--- config.mk ---
export PLATFORM = sky130hd
export DESIGN_NAME = pure_tone_run_detector_flat
export DESIGN_NICKNAME = d
export VERILOG_FILES = /design/src/rtl/ptrd_pkg.sv /design/src/rtl/ptrd_if.sv /design/src/rtl/ptrd_mul.sv /design/src/rtl/ptrd_div.sv /design/src/rtl/pure_tone_run_detector.sv /design/src/flat_wrapper.sv
export SDC_FILE = /design/constraint.sdc
export NUM_CORES = 2
export LEC_CHECK = 0
export BUFFER_PORTS_ARGS = -buffer_cell sky130_fd_sc_hd__buf_2
export CAP_MARGIN = 20
export CELL_PAD_IN_SITES_DETAIL_PLACEMENT = 0
export CELL_PAD_IN_SITES_GLOBAL_PLACEMENT = 1
export CORE_UTILIZATION = 40
export CTS_BUF_LIST = sky130_fd_sc_hd__clkbuf_8
export DETAILED_ROUTE_END_ITERATION = 8
export PLACE_DENSITY_LB_ADDON = 0.2
export SLEW_MARGIN = 40
export SYNTH_ARGS = -nofsm -noshare
export SYNTH_HDL_FRONTEND = slang
export SYNTH_SLANG_ARGS = --single-unit
--- constraint.sdc ---
create_clock -name clk_i -period 13.7 [get_ports clk_i]
set_input_delay 3.425 -clock clk_i [delete_from_list [all_inputs] [get_ports clk_i]]
set_output_delay 3.425 -clock clk_i [all_outputs]
set_load 0.02 [all_outputs]
--- src/rtl/ptrd_pkg.sv ---
// package for the pure tone run detector
// widths, register codes, end causes and reset values; no dependencies
`default_nettype none

package ptrd_pkg;

  // field widths
  localparam int PULSE_W    = 16;
  localparam int COUNT_W    = 16;
  localparam int MINRUN_W   = 16;
  localparam int TOL_W      = 7;
  localparam int RATIO_W    = 4;
  localparam int FAIL_W     = 4;
  localparam int CFG_IDX_W  = 2;
  localparam int CFG_DATA_W = 16;

  // datapath widths
  localparam int SUM_W    = PULSE_W + COUNT_W;
  localparam int PAIR_W   = PULSE_W + 1;
  localparam int MA_W     = COUNT_W + PAIR_W;
  localparam int MB_W     = PAIR_W;
  localparam int P_W      = MA_W + MB_W;
  localparam int CMP_W    = SUM_W + 8;
  localparam int TOLP_W   = SUM_W + TOL_W;
  localparam int CURN_W   = PULSE_W + COUNT_W;
  localparam int SILR_W   = SUM_W + RATIO_W;
  localparam int MAXC_W   = (COUNT_W > MINRUN_W) ? COUNT_W : MINRUN_W;
  localparam int DIV_CNT_W = $clog2(PULSE_W);

  localparam logic [COUNT_W-1:0] COUNT_MAX = {COUNT_W{1'b1}};
  localparam logic [MB_W-1:0] MUL_HUNDRED     = MB_W'(100);
  localparam logic [MB_W-1:0] MUL_TWO_HUNDRED = MB_W'(200);

  // register reset values
  localparam logic [MINRUN_W-1:0] MIN_RUN_RST = MINRUN_W'(50);
  localparam logic [TOL_W-1:0]    TOL_RST     = TOL_W'(15);
  localparam logic [RATIO_W-1:0]  RATIO_RST   = RATIO_W'(5);
  localparam logic [FAIL_W-1:0]   FAIL_RST    = FAIL_W'(3);

  // register indexes
  typedef enum logic [CFG_IDX_W-1:0] {
    CFG_MIN_RUN   = 2'd0,
    CFG_TOLERANCE = 2'd1,
    CFG_SILENCE   = 2'd2,
    CFG_FAIL      = 2'd3
  } cfg_idx_e;

  // end of attempt causes
  typedef enum logic [1:0] {
    CAUSE_SILENCE  = 2'd0,
    CAUSE_MISMATCH = 2'd1,
    CAUSE_EOD      = 2'd2
  } end_cause_e;

endpackage

`default_nettype wire

--- src/rtl/ptrd_if.sv ---
// valid/ready channel interfaces for pulses, results and register writes
// depends on ptrd_pkg
`default_nettype none

interface ptrd_in_if import ptrd_pkg::*; ();
  logic               valid;
  logic               ready;
  logic               start_req;
  logic [PULSE_W-1:0] pulse_len;
  logic               end_of_data;

  modport source (output valid, output start_req, output pulse_len, output end_of_data,
                  input ready);
  modport sink   (input valid, input start_req, input pulse_len, input end_of_data,
                  output ready);
endinterface

interface ptrd_out_if import ptrd_pkg::*; ();
  logic               valid;
  logic               ready;
  logic               detected;
  logic [COUNT_W-1:0] pulse_count;
  logic [PULSE_W-1:0] mean_len;
  logic [1:0]         end_cause;

  modport source (output valid, output detected, output pulse_count, output mean_len,
                  output end_cause, input ready);
  modport sink   (input valid, input detected, input pulse_count, input mean_len,
                  input end_cause, output ready);
endinterface

interface ptrd_cfg_if import ptrd_pkg::*; ();
  logic                  valid;
  logic                  ready;
  logic [CFG_IDX_W-1:0]  index;
  logic [CFG_DATA_W-1:0] data;

  modport source (output valid, output index, output data, input ready);
  modport sink   (input valid, input index, input data, output ready);
endinterface

`default_nettype wire

--- src/rtl/ptrd_mul.sv ---
// shared multiplier with a registered product
// depends on ptrd_pkg
`default_nettype none

module ptrd_mul import ptrd_pkg::*; (
  input  wire logic            clk_i,
  input  wire logic [MA_W-1:0] a_i,
  input  wire logic [MB_W-1:0] b_i,
  output logic      [P_W-1:0]  prod_o
);

  logic [P_W-1:0] prod_q;

  // one product per cycle
  always_ff @(posedge clk_i) begin
    prod_q <= P_W'(a_i) * P_W'(b_i);
  end

  assign prod_o = prod_q;

endmodule

`default_nettype wire

--- src/rtl/ptrd_div.sv ---
// restoring divider, one quotient bit per cycle, for the run mean
// depends on ptrd_pkg; needs dividend high half below the divisor
`default_nettype none

module ptrd_div import ptrd_pkg::*; (
  input  wire logic               clk_i,
  input  wire logic               rst_ni,
  input  wire logic               start_i,
  input  wire logic [SUM_W-1:0]   dividend_i,
  input  wire logic [COUNT_W-1:0] divisor_i,
  output logic                    done_o,
  output logic      [PULSE_W-1:0] quotient_o
);

  logic                 busy_q, busy_d;
  logic                 done_q, done_d;
  logic [DIV_CNT_W-1:0] cnt_q, cnt_d;
  logic [COUNT_W-1:0]   rem_q, rem_d;
  logic [PULSE_W-1:0]   quo_q, quo_d;
  logic [COUNT_W-1:0]   div_q, div_d;
  logic [COUNT_W:0]     trial;
  logic [COUNT_W:0]     trial_sub;
  logic                 ge;

  // shift in next dividend bit and try subtracting
  assign trial     = {rem_q, quo_q[PULSE_W-1]};
  assign ge        = trial >= {1'b0, div_q};
  assign trial_sub = trial - {1'b0, div_q};

  always_comb begin
    busy_d = busy_q;
    done_d = 1'b0;
    cnt_d  = cnt_q;
    rem_d  = rem_q;
    quo_d  = quo_q;
    div_d  = div_q;
    if (start_i) begin
      busy_d = 1'b1;
      cnt_d  = DIV_CNT_W'(PULSE_W - 1);
      rem_d  = dividend_i[SUM_W-1:PULSE_W];
      quo_d  = dividend_i[PULSE_W-1:0];
      div_d  = divisor_i;
    end else if (busy_q) begin
      rem_d = ge ? trial_sub[COUNT_W-1:0] : trial[COUNT_W-1:0];
      quo_d = {quo_q[PULSE_W-2:0], ge};
      cnt_d = cnt_q - 1'b1;
      if (cnt_q == '0) begin
        busy_d = 1'b0;
        done_d = 1'b1;
      end
    end
  end

  // control state
  always_ff @(posedge clk_i or negedge rst_ni) begin
    if (!rst_ni) begin
      busy_q <= 1'b0;
      done_q <= 1'b0;
      cnt_q  <= '0;
    end else begin
      busy_q <= busy_d;
      done_q <= done_d;
      cnt_q  <= cnt_d;
    end
  end

  // working registers
  always_ff @(posedge clk_i) begin
    rem_q <= rem_d;
    quo_q <= quo_d;
    div_q <= div_d;
  end

  assign done_o     = done_q;
  assign quotient_o = quo_q;

endmodule

`default_nettype wire

--- src/rtl/pure_tone_run_detector.sv ---
// Pure tone run detector. Pulse lengths arrive on the input channel one per transfer. A
// pulse in a running attempt goes through a sequencer that uses one shared 33 x 17 bit
// multiplier six times and then compares; the input is ready again after the decision
// unless the attempt ends. When an attempt ends, the mean comes from a one bit per cycle
// divider; the result goes into the output register once the divider is done and the
// output register is free, and the input stays not ready until then. Registers are
// written on the configuration channel, which is always ready. Sources: ptrd_pkg,
// ptrd_if, ptrd_mul, ptrd_div.
`default_nettype none

module pure_tone_run_detector import ptrd_pkg::*; (
  input  wire logic clk_i,
  input  wire logic rst_ni,
  ptrd_in_if.sink   in_ch,
  ptrd_out_if.source out_ch,
  ptrd_cfg_if.sink  cfg_ch
);

  // sequencer codes
  localparam logic [3:0] S_IDLE   = 4'd0;
  localparam logic [3:0] S_PAIR   = 4'd1;
  localparam logic [3:0] S_LHS    = 4'd2;
  localparam logic [3:0] S_RHS    = 4'd3;
  localparam logic [3:0] S_TOL    = 4'd4;
  localparam logic [3:0] S_CURN   = 4'd5;
  localparam logic [3:0] S_SIL    = 4'd6;
  localparam logic [3:0] S_DIFF   = 4'd7;
  localparam logic [3:0] S_DECIDE = 4'd8;
  localparam logic [3:0] S_DIV    = 4'd9;
  localparam logic [3:0] S_EMIT   = 4'd10;

  logic [3:0] state_q, state_d;

  // configuration registers
  logic [MINRUN_W-1:0] min_run_q;
  logic [TOL_W-1:0]    tol_q;
  logic [RATIO_W-1:0]  ratio_q;
  logic [FAIL_W-1:0]   fail_lim_q;

  // run state
  logic               active_q;
  logic [SUM_W-1:0]   sum_q;
  logic [COUNT_W-1:0] count_q;
  logic [PULSE_W-1:0] prev_q;
  logic [FAIL_W-1:0]  mis_q;

  // per pulse working registers
  logic [PULSE_W-1:0] cur_q;
  logic [PAIR_W-1:0]  pair_q;
  logic [CMP_W-1:0]   lhs_q;
  logic [CMP_W-1:0]   rhs_q;
  logic [TOLP_W-1:0]  tolp_q;
  logic [CURN_W-1:0]  curn_q;
  logic [CMP_W-1:0]   diff_q;
  logic               sil_q;

  // pending result
  logic       det_q;
  end_cause_e cause_q;

  // output register
  logic               out_valid_q;
  logic               out_det_q;
  logic [COUNT_W-1:0] out_count_q;
  logic [PULSE_W-1:0] out_mean_q;
  logic [1:0]         out_cause_q;

  logic               in_xfer;
  logic               idle_eod_end;
  logic [MA_W-1:0]    mul_a;
  logic [MB_W-1:0]    mul_b;
  logic [P_W-1:0]     prod;
  logic               div_start;
  logic               div_done;
  logic [PULSE_W-1:0] mean;
  logic               mis;
  logic [FAIL_W:0]    fails;
  logic               base;
  logic               dec_fail_end;
  logic               dec_end;
  logic               out_load;

  assign in_ch.ready  = (state_q == S_IDLE);
  assign cfg_ch.ready = 1'b1;
  assign in_xfer      = in_ch.valid && in_ch.ready;
  assign idle_eod_end = in_xfer && in_ch.end_of_data && active_q;

  // decision terms
  assign mis   = diff_q > CMP_W'(tolp_q);
  assign fails = mis ? ({1'b0, mis_q} + 1'b1) : '0;
  assign base  = (sum_q != '0) && (MAXC_W'(count_q) >= MAXC_W'(min_run_q));
  assign dec_fail_end = fails > {1'b0, fail_lim_q};
  assign dec_end      = dec_fail_end || sil_q;

  assign div_start = idle_eod_end || ((state_q == S_DECIDE) && dec_end);
  assign out_load  = (state_q == S_EMIT) && (!out_valid_q || out_ch.ready);

  // multiplier operand selection
  always_comb begin
    mul_a = '0;
    mul_b = '0;
    unique case (state_q)
      S_PAIR: begin
        mul_a = MA_W'(count_q);
        mul_b = pair_q;
      end
      S_LHS: begin
        mul_a = prod[MA_W-1:0];
        mul_b = MUL_HUNDRED;
      end
      S_RHS: begin
        mul_a = MA_W'(sum_q);
        mul_b = MUL_TWO_HUNDRED;
      end
      S_TOL: begin
        mul_a = MA_W'(sum_q);
        mul_b = MB_W'(tol_q);
      end
      S_CURN: begin
        mul_a = MA_W'(count_q);
        mul_b = MB_W'(cur_q);
      end
      S_SIL: begin
        mul_a = MA_W'(sum_q);
        mul_b = MB_W'(ratio_q);
      end
      default: begin
        mul_a = '0;
        mul_b = '0;
      end
    endcase
  end

  ptrd_mul u_mul (
    .clk_i  (clk_i),
    .a_i    (mul_a),
    .b_i    (mul_b),
    .prod_o (prod)
  );

  ptrd_div u_div (
    .clk_i      (clk_i),
    .rst_ni     (rst_ni),
    .start_i    (div_start),
    .dividend_i (sum_q),
    .divisor_i  (count_q),
    .done_o     (div_done),
    .quotient_o (mean)
  );

  // sequencer next state
  always_comb begin
    state_d = state_q;
    unique case (state_q)
      S_IDLE: begin
        if (idle_eod_end) begin
          state_d = S_DIV;
        end else if (in_xfer && !in_ch.end_of_data && !in_ch.start_req && active_q) begin
          state_d = S_PAIR;
        end
      end
      S_PAIR:   state_d = S_LHS;
      S_LHS:    state_d = S_RHS;
      S_RHS:    state_d = S_TOL;
      S_TOL:    state_d = S_CURN;
      S_CURN:   state_d = S_SIL;
      S_SIL:    state_d = S_DIFF;
      S_DIFF:   state_d = S_DECIDE;
      S_DECIDE: state_d = dec_end ? S_DIV : S_IDLE;
      S_DIV: begin
        if (div_done) begin
          state_d = S_EMIT;
        end
      end
      S_EMIT: begin
        if (out_load) begin
          state_d = S_IDLE;
        end
      end
      default: state_d = S_IDLE;
    endcase
  end

  // control and run state
  always_ff @(posedge clk_i or negedge rst_ni) begin
    if (!rst_ni) begin
      state_q    <= S_IDLE;
      min_run_q  <= MIN_RUN_RST;
      tol_q      <= TOL_RST;
      ratio_q    <= RATIO_RST;
      fail_lim_q <= FAIL_RST;
      active_q   <= 1'b0;
      sum_q      <= '0;
      count_q    <= '0;
      prev_q     <= '0;
      mis_q      <= '0;
      out_valid_q <= 1'b0;
    end else begin
      state_q <= state_d;

      // register writes
      if (cfg_ch.valid) begin
        unique case (cfg_ch.index)
          CFG_MIN_RUN:   min_run_q  <= cfg_ch.data[MINRUN_W-1:0];
          CFG_TOLERANCE: tol_q      <= cfg_ch.data[TOL_W-1:0];
          CFG_SILENCE:   ratio_q    <= cfg_ch.data[RATIO_W-1:0];
          CFG_FAIL:      fail_lim_q <= cfg_ch.data[FAIL_W-1:0];
          default: ;
        endcase
      end

      // attempt start and end of data
      if (idle_eod_end) begin
        active_q <= 1'b0;
      end else if (in_xfer && !in_ch.end_of_data && in_ch.start_req) begin
        active_q <= 1'b1;
        sum_q    <= SUM_W'(in_ch.pulse_len);
        count_q  <= COUNT_W'(1);
        prev_q   <= in_ch.pulse_len;
        mis_q    <= '0;
      end

      // pulse decision
      if (state_q == S_DECIDE) begin
        if (dec_end) begin
          active_q <= 1'b0;
        end else begin
          mis_q  <= fails[FAIL_W-1:0];
          prev_q <= cur_q;
          if (count_q != COUNT_MAX) begin
            sum_q   <= sum_q + SUM_W'(cur_q);
            count_q <= count_q + 1'b1;
          end
        end
      end

      // output valid
      if (out_load) begin
        out_valid_q <= 1'b1;
      end else if (out_ch.ready) begin
        out_valid_q <= 1'b0;
      end
    end
  end

  // working and payload registers
  always_ff @(posedge clk_i) begin
    if (in_xfer) begin
      cur_q  <= in_ch.pulse_len;
      pair_q <= PAIR_W'(prev_q) + PAIR_W'(in_ch.pulse_len);
    end
    if (state_q == S_RHS)  lhs_q  <= prod[CMP_W-1:0];
    if (state_q == S_TOL)  rhs_q  <= prod[CMP_W-1:0];
    if (state_q == S_CURN) tolp_q <= prod[TOLP_W-1:0];
    if (state_q == S_SIL)  curn_q <= prod[CURN_W-1:0];
    if (state_q == S_DIFF) begin
      sil_q  <= SILR_W'(curn_q) >= prod[SILR_W-1:0];
      diff_q <= (lhs_q > rhs_q) ? (lhs_q - rhs_q) : (rhs_q - lhs_q);
    end

    // pending result flags
    if (idle_eod_end) begin
      det_q   <= 1'b0;
      cause_q <= CAUSE_EOD;
    end else if ((state_q == S_DECIDE) && dec_end) begin
      if (dec_fail_end) begin
        det_q   <= base && sil_q;
        cause_q <= CAUSE_MISMATCH;
      end else begin
        det_q   <= base;
        cause_q <= CAUSE_SILENCE;
      end
    end

    if (out_load) begin
      out_det_q   <= det_q;
      out_count_q <= count_q;
      out_mean_q  <= mean;
      out_cause_q <= cause_q;
    end
  end

  assign out_ch.valid       = out_valid_q;
  assign out_ch.detected    = out_det_q;
  assign out_ch.pulse_count = out_count_q;
  assign out_ch.mean_len    = out_mean_q;
  assign out_ch.end_cause   = out_cause_q;

endmodule

`default_nettype wire

--- src/flat_wrapper.sv ---
// flat-port wrapper written by rule: the top's interface ports become plain ports
module pure_tone_run_detector_flat import ptrd_pkg::*;
  (clk_i, rst_ni, in_ch_valid, in_ch_start_req, in_ch_pulse_len, in_ch_end_of_data, in_ch_ready, out_ch_valid, out_ch_detected, out_ch_pulse_count, out_ch_mean_len, out_ch_end_cause, out_ch_ready, cfg_ch_valid, cfg_ch_index, cfg_ch_data, cfg_ch_ready);
  ptrd_in_if in_ch_i ();
  ptrd_out_if out_ch_i ();
  ptrd_cfg_if cfg_ch_i ();
  input  wire logic clk_i;
  input  wire logic rst_ni;
  input wire logic [$bits(in_ch_i.valid)-1:0] in_ch_valid;
  input wire logic [$bits(in_ch_i.start_req)-1:0] in_ch_start_req;
  input wire logic [$bits(in_ch_i.pulse_len)-1:0] in_ch_pulse_len;
  input wire logic [$bits(in_ch_i.end_of_data)-1:0] in_ch_end_of_data;
  output wire logic [$bits(in_ch_i.ready)-1:0] in_ch_ready;
  output wire logic [$bits(out_ch_i.valid)-1:0] out_ch_valid;
  output wire logic [$bits(out_ch_i.detected)-1:0] out_ch_detected;
  output wire logic [$bits(out_ch_i.pulse_count)-1:0] out_ch_pulse_count;
  output wire logic [$bits(out_ch_i.mean_len)-1:0] out_ch_mean_len;
  output wire logic [$bits(out_ch_i.end_cause)-1:0] out_ch_end_cause;
  input wire logic [$bits(out_ch_i.ready)-1:0] out_ch_ready;
  input wire logic [$bits(cfg_ch_i.valid)-1:0] cfg_ch_valid;
  input wire logic [$bits(cfg_ch_i.index)-1:0] cfg_ch_index;
  input wire logic [$bits(cfg_ch_i.data)-1:0] cfg_ch_data;
  output wire logic [$bits(cfg_ch_i.ready)-1:0] cfg_ch_ready;
  assign in_ch_i.valid = in_ch_valid;
  assign in_ch_i.start_req = in_ch_start_req;
  assign in_ch_i.pulse_len = in_ch_pulse_len;
  assign in_ch_i.end_of_data = in_ch_end_of_data;
  assign in_ch_ready = in_ch_i.ready;
  assign out_ch_valid = out_ch_i.valid;
  assign out_ch_detected = out_ch_i.detected;
  assign out_ch_pulse_count = out_ch_i.pulse_count;
  assign out_ch_mean_len = out_ch_i.mean_len;
  assign out_ch_end_cause = out_ch_i.end_cause;
  assign out_ch_i.ready = out_ch_ready;
  assign cfg_ch_i.valid = cfg_ch_valid;
  assign cfg_ch_i.index = cfg_ch_index;
  assign cfg_ch_i.data = cfg_ch_data;
  assign cfg_ch_ready = cfg_ch_i.ready;
  pure_tone_run_detector u_core (.clk_i(clk_i), .rst_ni(rst_ni), .in_ch(in_ch_i), .out_ch(out_ch_i), .cfg_ch(cfg_ch_i));
endmodule
==> results_dict.tcl <==
set metrics [dict create \
    vias 29700 \
    clock_tree.root_cell "clkbuf_8" \
    run_status "completed" \
    critPathRequiredTime_ps 14300 \
    crit_slowest_cell "buf_4" \
    via_count_of_the_first_global_routing_pass 30400 \
    post_cts.resized_instances 0 \
    pin_count_of_the_biggest_net_entering_global_routing 66 \
    critPathArrivalTime_ps 9150 \
    async_reset_ff_share_pct 24.0 \
    seq_area_frac_synth_pct 32.1 \
    syn_to_final_growth_pct 9.20 \
    worstSetupEndpointType "flop" \
    die_area_mm2 0.102 \
    synth.ff_latch_count 462 \
    synthXorXnorAreaFrac_pct 2.63 \
    dp_hpwl_um 92700 \
    maxSlewViolCount 0 \
    critPathMaxFanout 42 \
    grt_pass1_wl_um 184000 \
    wl_per_instance_um 20.9 \
    htreeDepth 3 \
    globalRoute.totalOverflow 0 \
    report.final.hold_viol_count 0 \
    yosys-mux-area-fraction_pct 1.90 \
    setup_total_negative_slack_ps 0 \
    route.detailed.drc 0 \
    number_of_synthesized_flops_with_an_enable_pin 308 \
    synthCells 4160 \
    initial_core_util_pct 40.6 \
    clock_tree.buffer_depth 3 \
    critPathLaunchType "flop" \
    tritoncts "built" \
    cell_row_count 115 \
    achievable-frequency_mhz 117 \
    cts.sinks 462 \
    hold_buffers 0 \
    core_area_mm2 0.0990 \
    drt-total-wl_um 119000 \
    number_of_maximum_capacitance_constraint_violations 0 \
    number_of_buffer_cells_added_on_primary_ports 77 \
    yosys.area_share.simple_pct 12.1 \
    r2r_depth 29 \
    reg2reg_from "u_core.state_q[3]$_DFFE_PN0P_" \
    die_h_um 319 \
    synth_top_family_by_area "adder cells" \
    postCtsSetupBuffers 0 \
    share_of_the_synthesized_area_in_compound_gates_ao_oa_aoi_oai_pct 12.1 \
    worst_hold_startpoint "u_core.det_q$_SDFFE_PP0P_" \
    holdPathStages 0 \
    worstHoldPathType "flop to flop" \
    hold-path-endpoint "u_core.out_ch.detected$_DFFE_PP_" \
    drtPass1Iterations 6 \
    grt_antenna_before_repair 3 \
    finalSetupViolCount 0 \
    fillCellCount 9712 \
    first_iter_violations 2254 \
    drive_gt1_share_pct 6.58 \
    worstMarginPinSlew_ps 846 \
    reg2reg_to "u_core.u_mul.prod_o[37]$_DFF_P_" \
    crit_top_cell "fa_1" \
    final_util_pct 44.4 \
    setup_repair_after_global_routing_missed_its_margin "no" \
    r2r_setup_slack_ps 5150 \
    worstSkewPairLatency_ps 680 \
    design.portCount 79 \
    clk_pin_slew_worst_paths_ps 60 \
    finalClockSkew_ps 41.3 \
    syn-cell-area_mm2 0.0402 \
    finalCriticalPeriod_ps 8550 \
    top_reg_cell_synth "edfxtp_1" \
    fin_crit_sh_pct 62.4 \
    synthesis.yosys.warnings 0 \
    die_width_um 319 \
    fin_nets 5084 \
    slew-limit-headroom_pct 43.6 \
    drt.antenna.violating_nets 0 \
    number_of_buffers_created_by_cts 82 \
    vias_per_cell 5.24 \
    gp_congestion 0.888 \
    post_synth_cell_types 78 \
    post_synth.cell_area_avg_um2 9.67 \
    grtUsageTotal_pct 23.6 \
    type_of_the_worst_setup_path "flop to flop" \
    slowest_stage_delay_cp_ps 590 \
    synth-adder-area-share_pct 30.6 \
]
## metrics by stage
stage / hold WS (ps) / instance area [um2] / std cells / worst slack, ps
2_1_floorplan: 402 / 40600 / 4262 / 3630
3_3_place_gp: 423 / 42300 / 5515 / 5190
3_5_place_dp: 427 / 42300 / 5515 / 5070
4_1_cts: 442 / 43900 / 5665 / 5100
5_1_grt: 461 / 43900 / 5667 / 4670
6_report: 442 / 43900 / 5669 / 5150
## worst max-delay path: cells and delay by family (launching register included)
family / cells / cell delay, ps
fa+ha+maj: 7 / 3410
compound gates: 9 / 1920
simple gates: 5 / 1230
buf+inv: 7 / 1200
flops: 1 / 560
xor+xnor: 1 / 140
## placed cells by master, fill, tap and decap left out, types with 90 or more instances in the layout
cell type,n
inv_1,781
ha_1,304
o21ai_0,159
nand2_1,551
edfxtp_1,308
a21oi_1,228
fa_1,426
xnor2_1,90
conb_1,104
nor2_1,241
dfrtp_1,100
## metal layers
metal | global-route usage [%] | vias up | routed length, um
met1 | 34.2 | 14900 | 56300
met5 | 0 | - | 0
met3 | 3.75 | 134 | 6730
met4 | 6.47 | 0 | 3060
met2 | 36.5 | 798 | 52400
li1 | - | 13900 | -
## sequential cells by signal (all words and copies together) (netlist names), 17 cells and up
signal / flops
u_core.curn_q: 32
u_core.u_mul.prod_o: 40
u_core.rhs_q: 40
u_core.diff_q: 40
u_core.lhs_q: 40
u_core.tolp_q: 39
u_core.pair_q: 17
u_core.sum_q: 32
## layout make-up
| type | instances | area, um2 | area share (%) |
|---|---|---|---|
| repair buffers | 112 | 682 | 1.55 |
| clock buffers | 88 | 1210 | 2.76 |
| multi-input cells | 2905 | 24400 | 55.5 |
| flip-flops and latches | 462 | 12900 | 29.4 |
| well taps | 1287 | 1610 | 3.66 |
| clock inverters | 62 | 329 | 0.749 |
| inverters | 750 | 2820 | 6.41 |
| diodes | 3 | 7.51 | 0.0171 |
## cell families (layout without fill, tap and decap cells)
kind of cell / count (synthesis) / count (layout)
other: 2 / 107
XOR/XNOR: 121 / 121
AND/OR/NAND/NOR: 1105 / 1105
buffers and inverters: 895 / 1012
adder cells (fa/ha/maj): 730 / 730
flip-flops: 462 / 462
multiplexers: 73 / 73
AO/OA/AOI/OAI: 772 / 772
## cell usage after synthesis, types with 80 or more instances
library cell / count / area share (%)
ha_1: 304 / 9.5
clkbuf_1: 114 / 1.1
fa_1: 426 / 21
dfrtp_1: 100 / 6.2
nand2_1: 551 / 5.1
o21ai_0: 160 / 2.0
nor2_1: 246 / 2.3
a21o_1: 80 / 1.5
inv_1: 749 / 7.0
xnor2_1: 90 / 2.0
a21oi_1: 229 / 2.8
edfxtp_1: 308 / 23
## worst max-delay path by stage
stage | startpoint | endpoint | slack, ps | cells past startpoint
after detailed placement | u_core.state_q[3]$_DFFE_PN0P_ | u_core.u_mul.prod_o[37]$_DFF_P_ | 5070 | 29
after floorplan | u_core.state_q[0]$_DFFE_PN0P_ | u_core.u_mul.prod_o[37]$_DFF_P_ | 3630 | 28
after CTS | u_core.state_q[3]$_DFFE_PN0P_ | u_core.u_mul.prod_o[38]$_DFF_P_ | 5100 | 29
after global routing | u_core.state_q[2]$_DFFE_PN0P_ | u_core.u_mul.prod_o[38]$_DFF_P_ | 4670 | 29
after global placement | u_core.state_q[3]$_DFFE_PN0P_ | u_core.u_mul.prod_o[37]$_DFF_P_ | 5190 | 29
final | u_core.state_q[3]$_DFFE_PN0P_ | u_core.u_mul.prod_o[37]$_DFF_P_ | 5150 | 29
Power is not shown: default switching activity piles up to over one toggle a cycle in this logic, so the estimate is an artifact.
